### config.mk
export PLATFORM = sky130hd
export DESIGN_NAME = sprite_frame_sequencer_core
export DESIGN_NICKNAME = d
export VERILOG_FILES = /design/src/hw/rtl/sfs_pkg.sv /design/src/hw/rtl/sfs_divider.sv /design/src/hw/rtl/sprite_frame_sequencer_core.sv
export SDC_FILE = /design/constraint.sdc
export NUM_CORES = 2
export LEC_CHECK = 0
export BUFFER_PORTS_ARGS = -buffer_cell sky130_fd_sc_hd__buf_2
export CAP_MARGIN = 20
export CORE_MARGIN = 2
export CORE_UTILIZATION = 30
export DETAILED_ROUTE_END_ITERATION = 8
export SETUP_SLACK_MARGIN = 0.4
export SLEW_MARGIN = 20
export SYNTH_ARGS = -nofsm -noshare
export SYNTH_HDL_FRONTEND = slang
export SYNTH_SLANG_ARGS = --single-unit
### constraint.sdc
create_clock -name i_clk -period 9.3 [get_ports i_clk]
set_input_delay 1.395 -clock i_clk [delete_from_list [all_inputs] [get_ports i_clk]]
set_output_delay 1.395 -clock i_clk [all_outputs]
set_load 0.03 [all_outputs]
### src/hw/rtl/sfs_pkg.sv
// Shared types and constants of the sprite frame sequencer.
package sfs_pkg;

    localparam int MAX_FRAMES = 256;
    localparam int FRAME_LIM  = (MAX_FRAMES < 256) ? MAX_FRAMES : 256;

    localparam int ACC_W  = 56;
    localparam int DEN_W  = 24;
    localparam int MOD_W  = 9;
    localparam int QUO_W  = 8;
    localparam int STEP_W = 6;

    localparam logic [STEP_W-1:0] MAG_BITS = STEP_W'(ACC_W);
    localparam logic [STEP_W-1:0] IDX_BITS = STEP_W'(QUO_W);

    localparam int IN_TDATA_W  = 40;
    localparam int OUT_TDATA_W = 80;

    typedef enum logic [2:0] {
        CMD_QUERY  = 3'd0,
        CMD_START  = 3'd1,
        CMD_STOP   = 3'd2,
        CMD_PAUSE  = 3'd3,
        CMD_RESUME = 3'd4
    } t_cmd;

    typedef enum logic [2:0] {
        REG_FRAME_TICKS = 3'd0,
        REG_FRAME_COUNT = 3'd1,
        REG_GRID_COLS   = 3'd2,
        REG_GRID_ROWS   = 3'd3,
        REG_MODE_FLAGS  = 3'd4,
        REG_ORIGIN_XY   = 3'd5,
        REG_STEP_XY     = 3'd6,
        REG_RATE_SCALE  = 3'd7
    } t_reg_idx;

    typedef struct packed {
        logic              start;
        logic [ACC_W-1:0]  dividend;
        logic [DEN_W-1:0]  divisor;
        logic [MOD_W-1:0]  modulus;
        logic [STEP_W-1:0] nbits;
    } t_div_req;

    typedef struct packed {
        logic              busy;
        logic              done;
        logic [QUO_W-1:0]  quot;
        logic [DEN_W-1:0]  rem;
    } t_div_rsp;

endpackage

### src/hw/rtl/sfs_divider.sv
// Bit-serial restoring divider that keeps the quotient reduced modulo a small count.
module sfs_divider (
    input  logic              i_clk,
    input  logic              i_rst_n,
    input  sfs_pkg::t_div_req i_req,
    output sfs_pkg::t_div_rsp o_rsp
);
    import sfs_pkg::*;

    logic              r_busy;
    logic              r_done;
    logic [STEP_W-1:0] r_cnt;
    logic [ACC_W-1:0]  r_dvd;
    logic [DEN_W-1:0]  r_den;
    logic [MOD_W-1:0]  r_mod;
    logic [DEN_W-1:0]  r_rem;
    logic [QUO_W-1:0]  r_q;

    logic [DEN_W:0]    w_trial;
    logic              w_ge;
    logic [DEN_W:0]    w_diff;
    logic [DEN_W-1:0]  n_rem;
    logic [MOD_W-1:0]  w_qt;
    logic [MOD_W-1:0]  w_qdiff;
    logic [QUO_W-1:0]  n_q;

    assign w_trial = {r_rem, r_dvd[ACC_W-1]};
    assign w_ge    = (w_trial >= {1'b0, r_den});
    assign w_diff  = w_trial - {1'b0, r_den};
    assign n_rem   = w_ge ? w_diff[DEN_W-1:0] : w_trial[DEN_W-1:0];
    assign w_qt    = {r_q, w_ge};
    assign w_qdiff = w_qt - r_mod;
    assign n_q     = (w_qt >= r_mod) ? w_qdiff[QUO_W-1:0] : w_qt[QUO_W-1:0];

    always_ff @(posedge i_clk) begin
        if (!i_rst_n) begin
            r_busy <= 1'b0;
            r_done <= 1'b0;
            r_cnt  <= '0;
        end else begin
            if (i_req.start) begin
                r_busy <= 1'b1;
                r_done <= 1'b0;
                r_cnt  <= i_req.nbits;
                r_dvd  <= i_req.dividend;
                r_den  <= i_req.divisor;
                r_mod  <= i_req.modulus;
                r_rem  <= '0;
                r_q    <= '0;
            end else if (r_busy) begin
                r_rem  <= n_rem;
                r_q    <= n_q;
                r_dvd  <= {r_dvd[ACC_W-2:0], 1'b0};
                r_cnt  <= r_cnt - 1'b1;
                r_done <= (r_cnt == STEP_W'(1));
                if (r_cnt == STEP_W'(1)) begin
                    r_busy <= 1'b0;
                end
            end else begin
                r_done <= 1'b0;
            end
        end
    end

    assign o_rsp.busy = r_busy;
    assign o_rsp.done = r_done;
    assign o_rsp.quot = r_q;
    assign o_rsp.rem  = r_rem;

endmodule

### src/hw/rtl/sprite_frame_sequencer_core.sv
// Sprite frame sequencer top level: play-time accumulator, frame selection and sheet position.
// A start, stop, pause or resume transaction is taken in the idle state and gives no result.
// A query, once accepted, scales and accumulates the elapsed time, loads the shared
// bit-serial divider to find the frame number modulo the frame count, takes the frame and
// reloads the divider to split the frame into a grid cell, then hands off, picks the cell
// and loads the output. The divider works out one quotient bit per cycle. The input is
// not ready while a query is being worked on, so a new query is taken only after the last
// one has loaded its result, which waits while the previous result is still held; a
// finished result waits in the output register while the next transaction is taken.
module sprite_frame_sequencer_core (
    input  logic                                 i_clk,
    input  logic                                 i_rst_n,
    // command [2:0], time_now [34:3]
    input  logic [sfs_pkg::IN_TDATA_W-1:0]       s_axis_tdata,
    input  logic                                 s_axis_tvalid,
    output logic                                 s_axis_tready,
    // frame_index [7:0], cell_col [15:8], cell_row [23:16], pixel_x [47:24], pixel_y [72:48]
    output logic [sfs_pkg::OUT_TDATA_W-1:0]      m_axis_tdata,
    output logic                                 m_axis_tvalid,
    input  logic                                 m_axis_tready,
    input  logic                                 i_cfg_valid,
    output logic                                 o_cfg_ready,
    input  logic [2:0]                           i_cfg_index,
    input  logic [31:0]                          i_cfg_data
);
    import sfs_pkg::*;

    typedef enum logic [3:0] {
        S_IDLE, S_MUL, S_ACC, S_GO1, S_WAIT1, S_FRAME, S_GO2, S_WAIT2, S_PIX, S_OUT
    } t_state;

    logic [15:0] r_frame_ticks;
    logic [8:0]  r_frame_count;
    logic [8:0]  r_grid_cols;
    logic [8:0]  r_grid_rows;
    logic [1:0]  r_mode_flags;
    logic [31:0] r_origin_xy;
    logic [31:0] r_step_xy;
    logic [15:0] r_rate_scale;

    t_state             r_state;
    logic signed [ACC_W-1:0] r_acc;
    logic [31:0]        r_last_time;
    logic [31:0]        r_pause_time;
    logic               r_running;
    logic               r_paused;
    logic [31:0]        r_now;
    logic signed [48:0] r_prod;
    logic [MOD_W-1:0]   r_n;
    logic               r_neg;
    logic [QUO_W-1:0]   r_frame;
    logic [QUO_W-1:0]   r_col;
    logic [QUO_W-1:0]   r_row;
    logic               r_out_valid;
    logic [OUT_TDATA_W-1:0] r_out_data;

    t_div_req w_req;
    t_div_rsp w_rsp;

    t_cmd               w_cmd;
    logic [31:0]        w_time;
    logic               w_in_acc;
    logic               w_active;
    logic [31:0]        w_delta;
    logic signed [48:0] w_prod;
    logic signed [ACC_W:0] w_sum;
    logic [ACC_W-1:0]   w_sat;
    logic [8:0]         w_gc;
    logic [8:0]         w_gr;
    logic [17:0]        w_cells;
    logic [17:0]        w_cnt_raw;
    logic [MOD_W-1:0]   w_n;
    logic [15:0]        w_ticks;
    logic [ACC_W-1:0]   w_mag;
    logic [MOD_W-1:0]   w_r;
    logic [MOD_W-1:0]   w_f0;
    logic [MOD_W-1:0]   w_f1;
    logic [8:0]         w_grid_div;
    logic [23:0]        w_px;
    logic [24:0]        w_py;
    logic               w_out_free;

    assign w_cmd    = t_cmd'(s_axis_tdata[2:0]);
    assign w_time   = s_axis_tdata[34:3];
    assign w_in_acc = s_axis_tvalid && s_axis_tready;
    assign s_axis_tready = (r_state == S_IDLE);
    assign o_cfg_ready   = 1'b1;

    always_ff @(posedge i_clk) begin
        if (!i_rst_n) begin
            r_frame_ticks <= 16'd1;
            r_frame_count <= 9'd1;
            r_grid_cols   <= 9'd1;
            r_grid_rows   <= 9'd1;
            r_mode_flags  <= 2'd0;
            r_origin_xy   <= 32'd0;
            r_step_xy     <= 32'd0;
            r_rate_scale  <= 16'd256;
        end else if (i_cfg_valid && o_cfg_ready) begin
            case (t_reg_idx'(i_cfg_index))
                REG_FRAME_TICKS: r_frame_ticks <= i_cfg_data[15:0];
                REG_FRAME_COUNT: r_frame_count <= i_cfg_data[8:0];
                REG_GRID_COLS:   r_grid_cols   <= i_cfg_data[8:0];
                REG_GRID_ROWS:   r_grid_rows   <= i_cfg_data[8:0];
                REG_MODE_FLAGS:  r_mode_flags  <= i_cfg_data[1:0];
                REG_ORIGIN_XY:   r_origin_xy   <= i_cfg_data;
                REG_STEP_XY:     r_step_xy     <= i_cfg_data;
                REG_RATE_SCALE:  r_rate_scale  <= i_cfg_data[15:0];
                default: ;
            endcase
        end
    end

    assign w_active = r_running && !r_paused;
    assign w_delta  = r_now - r_last_time;
    assign w_prod   = $signed({1'b0, w_delta}) * $signed(r_rate_scale);
    assign w_sum    = $signed({r_acc[ACC_W-1], r_acc}) + $signed({{8{r_prod[48]}}, r_prod});
    always_comb begin
        case (w_sum[ACC_W:ACC_W-1])
            2'b01:   w_sat = {1'b0, {(ACC_W-1){1'b1}}};
            2'b10:   w_sat = {1'b1, {(ACC_W-1){1'b0}}};
            default: w_sat = w_sum[ACC_W-1:0];
        endcase
    end

    assign w_gc      = (r_grid_cols == 9'd0) ? 9'd1 : r_grid_cols;
    assign w_gr      = (r_grid_rows == 9'd0) ? 9'd1 : r_grid_rows;
    assign w_cells   = w_gc * w_gr;
    assign w_cnt_raw = (r_frame_count == 9'd0) ? w_cells : {9'd0, r_frame_count};
    assign w_n       = (w_cnt_raw > 18'(FRAME_LIM)) ? MOD_W'(FRAME_LIM) : w_cnt_raw[MOD_W-1:0];

    assign w_ticks = (r_frame_ticks == 16'd0) ? 16'd1 : r_frame_ticks;
    assign w_mag   = r_acc[ACC_W-1] ? (ACC_W'(0) - r_acc) : r_acc;

    assign w_r  = {1'b0, w_rsp.quot};
    assign w_f0 = r_neg ? (r_n - 1'b1 - w_r) : w_r;
    assign w_f1 = r_mode_flags[1] ? (r_n - 1'b1 - w_f0) : w_f0;

    assign w_grid_div = r_mode_flags[0] ? w_gr : w_gc;

    always_comb begin
        w_req = '0;
        if (r_state == S_GO1) begin
            w_req.start    = 1'b1;
            w_req.dividend = w_mag;
            w_req.divisor  = {w_ticks, 8'd0};
            w_req.modulus  = r_n;
            w_req.nbits    = MAG_BITS;
        end else if (r_state == S_GO2) begin
            w_req.start    = 1'b1;
            w_req.dividend = {r_frame, {(ACC_W-QUO_W){1'b0}}};
            w_req.divisor  = DEN_W'(w_grid_div);
            w_req.modulus  = MOD_W'(256);
            w_req.nbits    = IDX_BITS;
        end
    end

    sfs_divider u_divider (
        .i_clk   (i_clk),
        .i_rst_n (i_rst_n),
        .i_req   (w_req),
        .o_rsp   (w_rsp)
    );

    assign w_px = 24'(r_origin_xy[15:0]) + 24'(r_col) * 24'(r_step_xy[15:0]);
    assign w_py = 25'(r_row) * 25'(r_step_xy[31:16]) - 25'(r_origin_xy[31:16]);
    assign w_out_free = !r_out_valid || m_axis_tready;

    always_ff @(posedge i_clk) begin
        if (!i_rst_n) begin
            r_state      <= S_IDLE;
            r_acc        <= '0;
            r_last_time  <= '0;
            r_pause_time <= '0;
            r_running    <= 1'b0;
            r_paused     <= 1'b0;
            r_out_valid  <= 1'b0;
            r_n          <= MOD_W'(1);
        end else begin
            if (r_out_valid && m_axis_tready && (r_state != S_OUT)) begin
                r_out_valid <= 1'b0;
            end
            case (r_state)
                S_IDLE: begin
                    if (w_in_acc) begin
                        r_now <= w_time;
                        case (w_cmd)
                            CMD_QUERY: r_state <= S_MUL;
                            CMD_START: begin
                                r_acc       <= '0;
                                r_last_time <= w_time;
                                r_running   <= 1'b1;
                                r_paused    <= 1'b0;
                            end
                            CMD_STOP: begin
                                r_running <= 1'b0;
                                r_paused  <= 1'b0;
                            end
                            CMD_PAUSE: begin
                                if (r_running && !r_paused) begin
                                    r_paused     <= 1'b1;
                                    r_pause_time <= w_time;
                                end
                            end
                            CMD_RESUME: begin
                                if (r_running && r_paused) begin
                                    r_last_time <= r_last_time + (w_time - r_pause_time);
                                end
                                r_paused <= 1'b0;
                            end
                            default: ;
                        endcase
                    end
                end
                S_MUL: begin
                    r_prod <= w_active ? w_prod : '0;
                    if (w_active) begin
                        r_last_time <= r_now;
                    end
                    r_state <= S_ACC;
                end
                S_ACC: begin
                    r_acc   <= w_sat;
                    r_n     <= w_n;
                    r_state <= S_GO1;
                end
                S_GO1: begin
                    r_neg   <= r_acc[ACC_W-1];
                    r_state <= S_WAIT1;
                end
                S_WAIT1: begin
                    if (w_rsp.done) begin
                        r_state <= S_FRAME;
                    end
                end
                S_FRAME: begin
                    r_frame <= w_f1[QUO_W-1:0];
                    r_state <= S_GO2;
                end
                S_GO2: r_state <= S_WAIT2;
                S_WAIT2: begin
                    if (w_rsp.done) begin
                        r_state <= S_PIX;
                    end
                end
                S_PIX: begin
                    if (r_mode_flags[0]) begin
                        r_col <= w_rsp.quot;
                        r_row <= w_rsp.rem[QUO_W-1:0];
                    end else begin
                        r_col <= w_rsp.rem[QUO_W-1:0];
                        r_row <= w_rsp.quot;
                    end
                    r_state <= S_OUT;
                end
                S_OUT: begin
                    if (w_out_free) begin
                        r_out_valid <= 1'b1;
                        r_out_data  <= {7'd0, w_py, w_px, r_row, r_col, r_frame};
                        r_state     <= S_IDLE;
                    end
                end
                default: r_state <= S_IDLE;
            endcase
        end
    end

    assign m_axis_tvalid = r_out_valid;
    assign m_axis_tdata  = r_out_data;

    a_start_idle: assert property (@(posedge i_clk) disable iff (!i_rst_n)
        w_req.start |-> !w_rsp.busy)
        else $error("divider started while busy");

    a_ready_div_idle: assert property (@(posedge i_clk) disable iff (!i_rst_n)
        s_axis_tready |-> !w_rsp.busy)
        else $error("input ready while divider runs");

    a_count_range: assert property (@(posedge i_clk) disable iff (!i_rst_n)
        (r_n != '0) && (r_n <= MOD_W'(FRAME_LIM)))
        else $error("effective frame count out of range");

    a_frame_below_count: assert property (@(posedge i_clk) disable iff (!i_rst_n)
        (r_state == S_OUT) |-> (MOD_W'(r_frame) < r_n))
        else $error("frame index not below frame count");

    a_done_after_busy: assert property (@(posedge i_clk) disable iff (!i_rst_n)
        w_rsp.done |-> $past(w_rsp.busy))
        else $error("divider done without a run");

endmodule

-- Word level (Yosys, flattened, before mapping)
Index checks and enable logic that the tools add are counted.
- bits of input ports: 80
- bits in registers: 569
- word-level logic and storage cells: 179
- output and inout bits: 83
- add/subtract/negate cells: 13
- $mul: 4
- bitwise logic cells: 3
- multiplexer cells: 45
- equal/unequal tests: 34
- reduce and logical (&&, ||, !) cells: 45
- order comparisons: 3
- operators by type and width (kind ; number):
    56-bit 2-to-1 mux ; 5
    56-bit case mux with 2 select lines ; 2
    96-bit 2-to-1 mux ; 2
    32-bit case mux with 2 select lines ; 2
    32-bit 2-to-1 mux ; 3
    32-bit subtractor ; 2
    56-bit by 49-bit adder with 57-bit output ; 1
    1-bit by 56-bit subtractor with 56-bit output (first input constant) ; 1
    33-bit by 16-bit multiplier with 49-bit output ; 1
    8-bit by 16-bit multiplier with 24-bit output ; 2
    24-bit 2-to-1 mux ; 2
    8-bit 2-to-1 mux ; 6
    4-bit case mux with 10 select lines ; 1
    9-bit 2-to-1 mux ; 4
    32-bit adder ; 1
    2-bit AND reduction ; 14
    9-bit zero test ; 3
    25-bit by 24-bit >= comparator with 1-bit output ; 1
    24-bit by 16-bit subtractor with 25-bit output ; 1
    16-bit by 24-bit adder with 24-bit output ; 1
    24-bit subtractor ; 1
    8-bit subtractor ; 3
    4-bit 2-to-1 mux ; 5
    18-bit by 9-bit greater-than comparator with 1-bit output (second input constant) ; 1
    other kinds (37) ; 82

-- Depth between registers and ports, before layout
- word-level depth: 7
- mapped depth: 39
- depth with buffers taken out: 38

-- Hierarchy
Synthesis repeated with hierarchy kept, for this count alone.
- cell total of the unflattened synthesis: 7015
- area total of the unflattened synthesis: 61600.3 um^2
- by module, submodules not included (module ; cells each ; times used ; sequential area each (um^2) ; area an instance (um^2)):
    sprite_frame_sequencer_core ; 6423 ; 1 ; 10600.2 ; 54442.2
    sfs_divider ; 592 ; 1 ; 3793.6 ; 7158.1

-- Least setup slack after synthesis
Ideal clock, no wire load.
- path type: register to register
- start point: register r_now[0]
- end point: register r_prod[46] (data pin)
- data required time: 9034 ps
- slack: 501 ps
- cell stages (with the launch flop): 38
- arrival time: 8533 ps
- clock period less this slack: 8799 ps
- buffers on the path: 2
- setup time: 266 ps
- cells stage by stage: edfxtp_1 > inv_1 > ha_1 > fa_1 > nor2b_1 > o21ai_0 > a21boi_0 > o21ai_0 > o2bb2ai_1 > o21bai_1 > a21o_1 > a21boi_0 > o21ai_0 > xor2_1 > clkbuf_1 > nand2_1 > fa_1 > fa_1 > [2 not listed] > fa_1 > fa_1 > inv_1 > fa_1 > inv_1 > ha_1 > clkbuf_1 > a21o_1 > a21o_1 > a21o_1 > a21oi_1 > o31a_1 > o32ai_1 > o41a_1 > a311o_1 > a221oi_2 > xor2_1 > nor2_1
- longest elaborated chain between the ends: 2
- ends and longest elaborated chain (element ; RTL line ; RTL):
    from (decl) ; sprite_frame_sequencer_core.sv:47 ; logic [31:0] r_now;
    from (signal assigned) ; sprite_frame_sequencer_core.sv:186 ; r_now <= w_time;
    32-bit subtractor ; sprite_frame_sequencer_core.sv:115 ; assign w_delta = r_now - r_last_time;
    33-bit by 16-bit multiplier with 49-bit output ; sprite_frame_sequencer_core.sv:116 ; assign w_prod = $signed({1'b0, w_delta}) * $signed(r_rate_scale);
    to (signal assigned) ; sprite_frame_sequencer_core.sv:216 ; r_prod <= w_active ? w_prod : '0;
    to (decl) ; sprite_frame_sequencer_core.sv:48 ; logic signed [48:0] r_prod;
Every way passes these cells.
A chain may end at the register's enable or synchronous reset.

-- Worst setup path in the final report
Same ends and word-level chain as after synthesis.

==> results_tabular.tex <==
\begin{tabular}{lr}
\hline
Metric & Value \\
\hline
\multicolumn{2}{l}{\textbf{STA}} \\
Highest clock rate & 113 MHz \\
Measured slew at the worst slew-check pin & 1.16 ns \\
Relative slew slack & 0.227 \\
Final critical delay including setup and external delays & 8.81 ns \\
Tcrit/Tclk final & 0.948 \\
Smallest setup slack after layout & 0.485 ns \\
Final setup violation count & 0 \\
Skew final & 0.0415 ns \\
Setup repair after global routing missed its margin & true \\
Final Hold Fails & 0 \\
Count of final max-slew check failures & 0 \\
Hold slack & 0.453 ns \\
Final setup TNS & 0 ns \\
\multicolumn{2}{l}{\textbf{Global route}} \\
Via count of the first global-routing pass & 51000 \\
Total grt overflow & 0 \\
Pin count of the biggest net entering global routing & 84 \\
Total routing resource utilization after global routing & 0.162 \\
Initial antenna violation count & 11 \\
First-pass GRT wire length & 276000 um \\
\multicolumn{2}{l}{\textbf{Cells and area}} \\
Area growth syn-to-layout & 12.0\% \\
Core occupancy in the finished layout & 0.338 \\
Filler instances & 21000 \\
Summed area of non-filler cells in the final layout & 0.0693 mm\^{}2 \\
Ratio of cells with drive above 1 in the final layout & 0.0906 \\
Final-stage net count & 8429 \\
\multicolumn{2}{l}{\textbf{Placement}} \\
Placed cell area & 0.0660 mm\^{}2 \\
Final estimated routing congestion in global placement & 0.877 \\
Dpl ws & -0.00346 ns \\
Post-detail-place hpwl & 130000 um \\
Number of port buffers & 149 \\
\multicolumn{2}{l}{\textbf{Worst setup path}} \\
Delay of the slowest critical-path stage & 0.53 ns \\
Beginning of the worst register-to-register path & r\_now[0] \\
Destination of the worst register-to-register timing path & r\_prod[46] \\
Start-to-end type of the worst setup path & reg2reg \\
Critical Path End & r\_prod[46] \\
Startpoint types & register \\
Critical Path Start & r\_now[0] \\
Data required time at the worst endpoint & 9.70 ns \\
Setup slack on the worst flop-to-flop path & 0.49 ns \\
CP Data Arrival Time & 9.22 ns \\
Most frequent cell on the critical path & fa\_1 \\
CP max stage cell & fa\_1 \\
Cell depth of the worst flop-to-flop path & 37 \\
Largest fanout on the critical path & 7 \\
Capturing element type of the critical path & register \\
\multicolumn{2}{l}{\textbf{Synth}} \\
Warnings from Yosys & 0 \\
Portion of synthesized cell area occupied by the leading cell type & 0.228 \\
Flip-flop and latch count after synthesis & 569 \\
Share of async-settable or async-resettable flops after synthesis & 0 \\
Syn Area/Cell & 8.67 um\^{}2 \\
Synthesized instance count & 7146 \\
Number of flops mapped to enable cells by yosys & 300 \\
Top cells by count, synth & nand2\_1 (1126), inv\_1 (995), fa\_1 (704) \\
Sequential element share of the synthesized area & 0.232 \\
Synth cell types & 91 \\
Ranking of synthesized cells by area & fa\_1 (23\%), edfxtp\_1 (15\%), ha\_1 (9.3\%) \\
Library cell with the highest instance count after synthesis & nand2\_1 \\
Mapped Area & 0.0619 mm\^{}2 \\
Predominant post-synthesis flop cell & edfxtp\_1 \\
Library cell occupying the most area in the post-synthesis netlist & fa\_1 \\
\multicolumn{2}{l}{\textbf{Floorplan}} \\
Ports placed on the boundary & 163 \\
Effective utilization at floorplan & 0.302 \\
Core Region & 0.205 mm\^{}2 \\
Site Rows & 166 \\
X dimension of the die & 458 um \\
Die H & 458 um \\
Die area & 0.210 mm\^{}2 \\
\multicolumn{2}{l}{\textbf{Detailed routing}} \\
Drt total wl & 170000 um \\
Number of DRC violations after detailed routing & 0 \\
Via total after detailed routing & 50000 \\
First DRT Iteration DRCs & 3700 \\
Average routed wire per standard cell & 17.1 um \\
DRT Pass-1 Iters & 6 \\
Number of antenna-violating nets in the routed design & 0 \\
Ratio of routed vias to standard cells & 5.03 \\
\multicolumn{2}{l}{\textbf{CTS}} \\
Post-CTS clock slew at the launch and capture registers of the worst setup and hold paths & 0.07 ns \\
Htree depth & 3 \\
CTS Buf Count & 69 \\
TritonCTS clock tree & yes \\
Max Root-Sink Buffers & 3 \\
CTS Root Buffer Type & clkbuf\_16 \\
TritonCTS Sinks & 569 \\
Clock Latency Late Sink & 0.70 ns \\
Number of hold-repair buffers added at the cts stage & 0 \\
\multicolumn{2}{l}{\textbf{Power and ir drop}} \\
Power density over the cells & 119 mW/mm\^{}2 \\
Leakage power total & 31.0 nW \\
VDD IR-drop max & 0.135 mV \\
\multicolumn{2}{l}{\textbf{Run}} \\
Number of max-capacitance violations reported & 0 \\
\multicolumn{2}{l}{\textbf{Hold path}} \\
Hold crit path type & reg2reg \\
\multicolumn{2}{l}{\textbf{Status}} \\
Result of the run & finished, final reports clean \\
\hline
\end{tabular}
[final cells by class]
class / instances / area [um^2] / area share
diodes: 2 / 5.00 / 0.0000722
clock buffers: 94 / 1910 / 0.0275
clock inverters: 33 / 442 / 0.00637
inverters: 997 / 3750 / 0.0541
multi-input cells: 5183 / 43000 / 0.620
flip-flops and latches: 569 / 14400 / 0.208
well taps: 2688 / 3360 / 0.0485
repair buffers: 363 / 2490 / 0.0360
[metrics by stage]
step	total power, mW	std cells
CTS	8.24	9905
finish	8.26	9929
global placement	5.28	9756
floorplan	4.53	7152
detailed placement	5.33	9757
global route	8.76	9927
[metal layers]
metal	vias to the layer above	global-route usage	wire length, um
met5	-	0	8
met4	2	0.0427	3950
met3	280	0.0238	9700
met2	1462	0.271	80300
met1	24700	0.217	76000
li1	23500	-	-
[worst max-delay path: cells and delay by family, from the launching register on]
kind            cells  cell delay, ns
compound gates     16            3.23
xor+xnor            2            0.26
fa+ha+maj           9            3.72
buf+inv             7            0.59
flops               1            0.37
simple gates        3            0.36
[repair_timing]
action / 4_1_cts / 5_1_grt
endpoints found under the setup margin: 11 / 20
resized for setup: 62 / 97
buffers inserted: 21 / 21
pin swaps: 55 / 95
gates cloned: 0 / 1
endpoints found under the hold margin: 0 / 0
[worst min-delay path by stage]
stage / startpoint / endpoint / slack [ns] / cells past startpoint
after global placement: r_last_time[17] / r_last_time[17] / 0.44 / 2
final: r_last_time[5] / r_last_time[5] / 0.45 / 2
after global routing: r_last_time[26] / r_last_time[26] / 0.47 / 2
after floorplan: r_row[7] / m_axis_tdata[23] / 0.42 / 0
after CTS: r_last_time[5] / r_last_time[5] / 0.45 / 2
after detailed placement: r_frame[4] / m_axis_tdata[4] / 0.45 / 0
[cell families after synthesis]
logic type | synth area share
buffers and inverters | 0.0861
and+or+nand+nor | 0.182
DFF | 0.232
other | 0.000121
AOI/OAI and AO/OA | 0.130
xor gates and xnor gates | 0.0403
adders and majority gates | 0.321
muxes | 0.00812
[where the power goes]
part	switching [mW]	total (mW)	internal (mW)
registers	0.0563	2.75	2.69
logic	1.59	2.67	1.08
clock network	1.21	2.84	1.63
total	2.85	8.26	5.41
[cell usage in the layout (no fill, tap or decap), types with 30 or more instances in the layout]
cell / instances
o211ai_1: 40
and2_1: 317
nor2b_1: 79
xor2_1: 132
nand2_1: 1125
nor2_1: 320
mux2i_1: 39
o21ai_0: 232
and3_1: 36
nand3_1: 126
ha_1: 447
clkbuf_16: 73
edfxtp_1: 300
nand4_1: 81
a211oi_1: 37
buf_2: 149
nor3_1: 54
dfxtp_1: 266
buf_4: 196
o31ai_1: 30
or3_1: 35
a21oi_1: 470
o21bai_1: 34
xnor2_1: 143
fa_1: 692
nor4_1: 30
a31oi_1: 37
nand2b_1: 59
inv_1: 979
a21o_1: 140
[flip-flops by register name (all words and copies together) (netlist names), 8 cells and up]
name and count:
r_acc 56, r_step_xy 32, r_frame_count 9, r_last_time 32
r_grid_rows 9, r_prod 49, u_divider.r_den 24, r_row 8
m_axis_tdata 73, u_divider.r_dvd 56, r_frame 8, r_now 32
u_divider.r_q 8, r_pause_time 32, r_frame_ticks 16, u_divider.r_rem 24
r_n 9, r_col 8, u_divider.r_mod 9, r_grid_cols 9
r_rate_scale 16, r_origin_xy 32
Note: power is estimated with default switching activity, not from simulation.
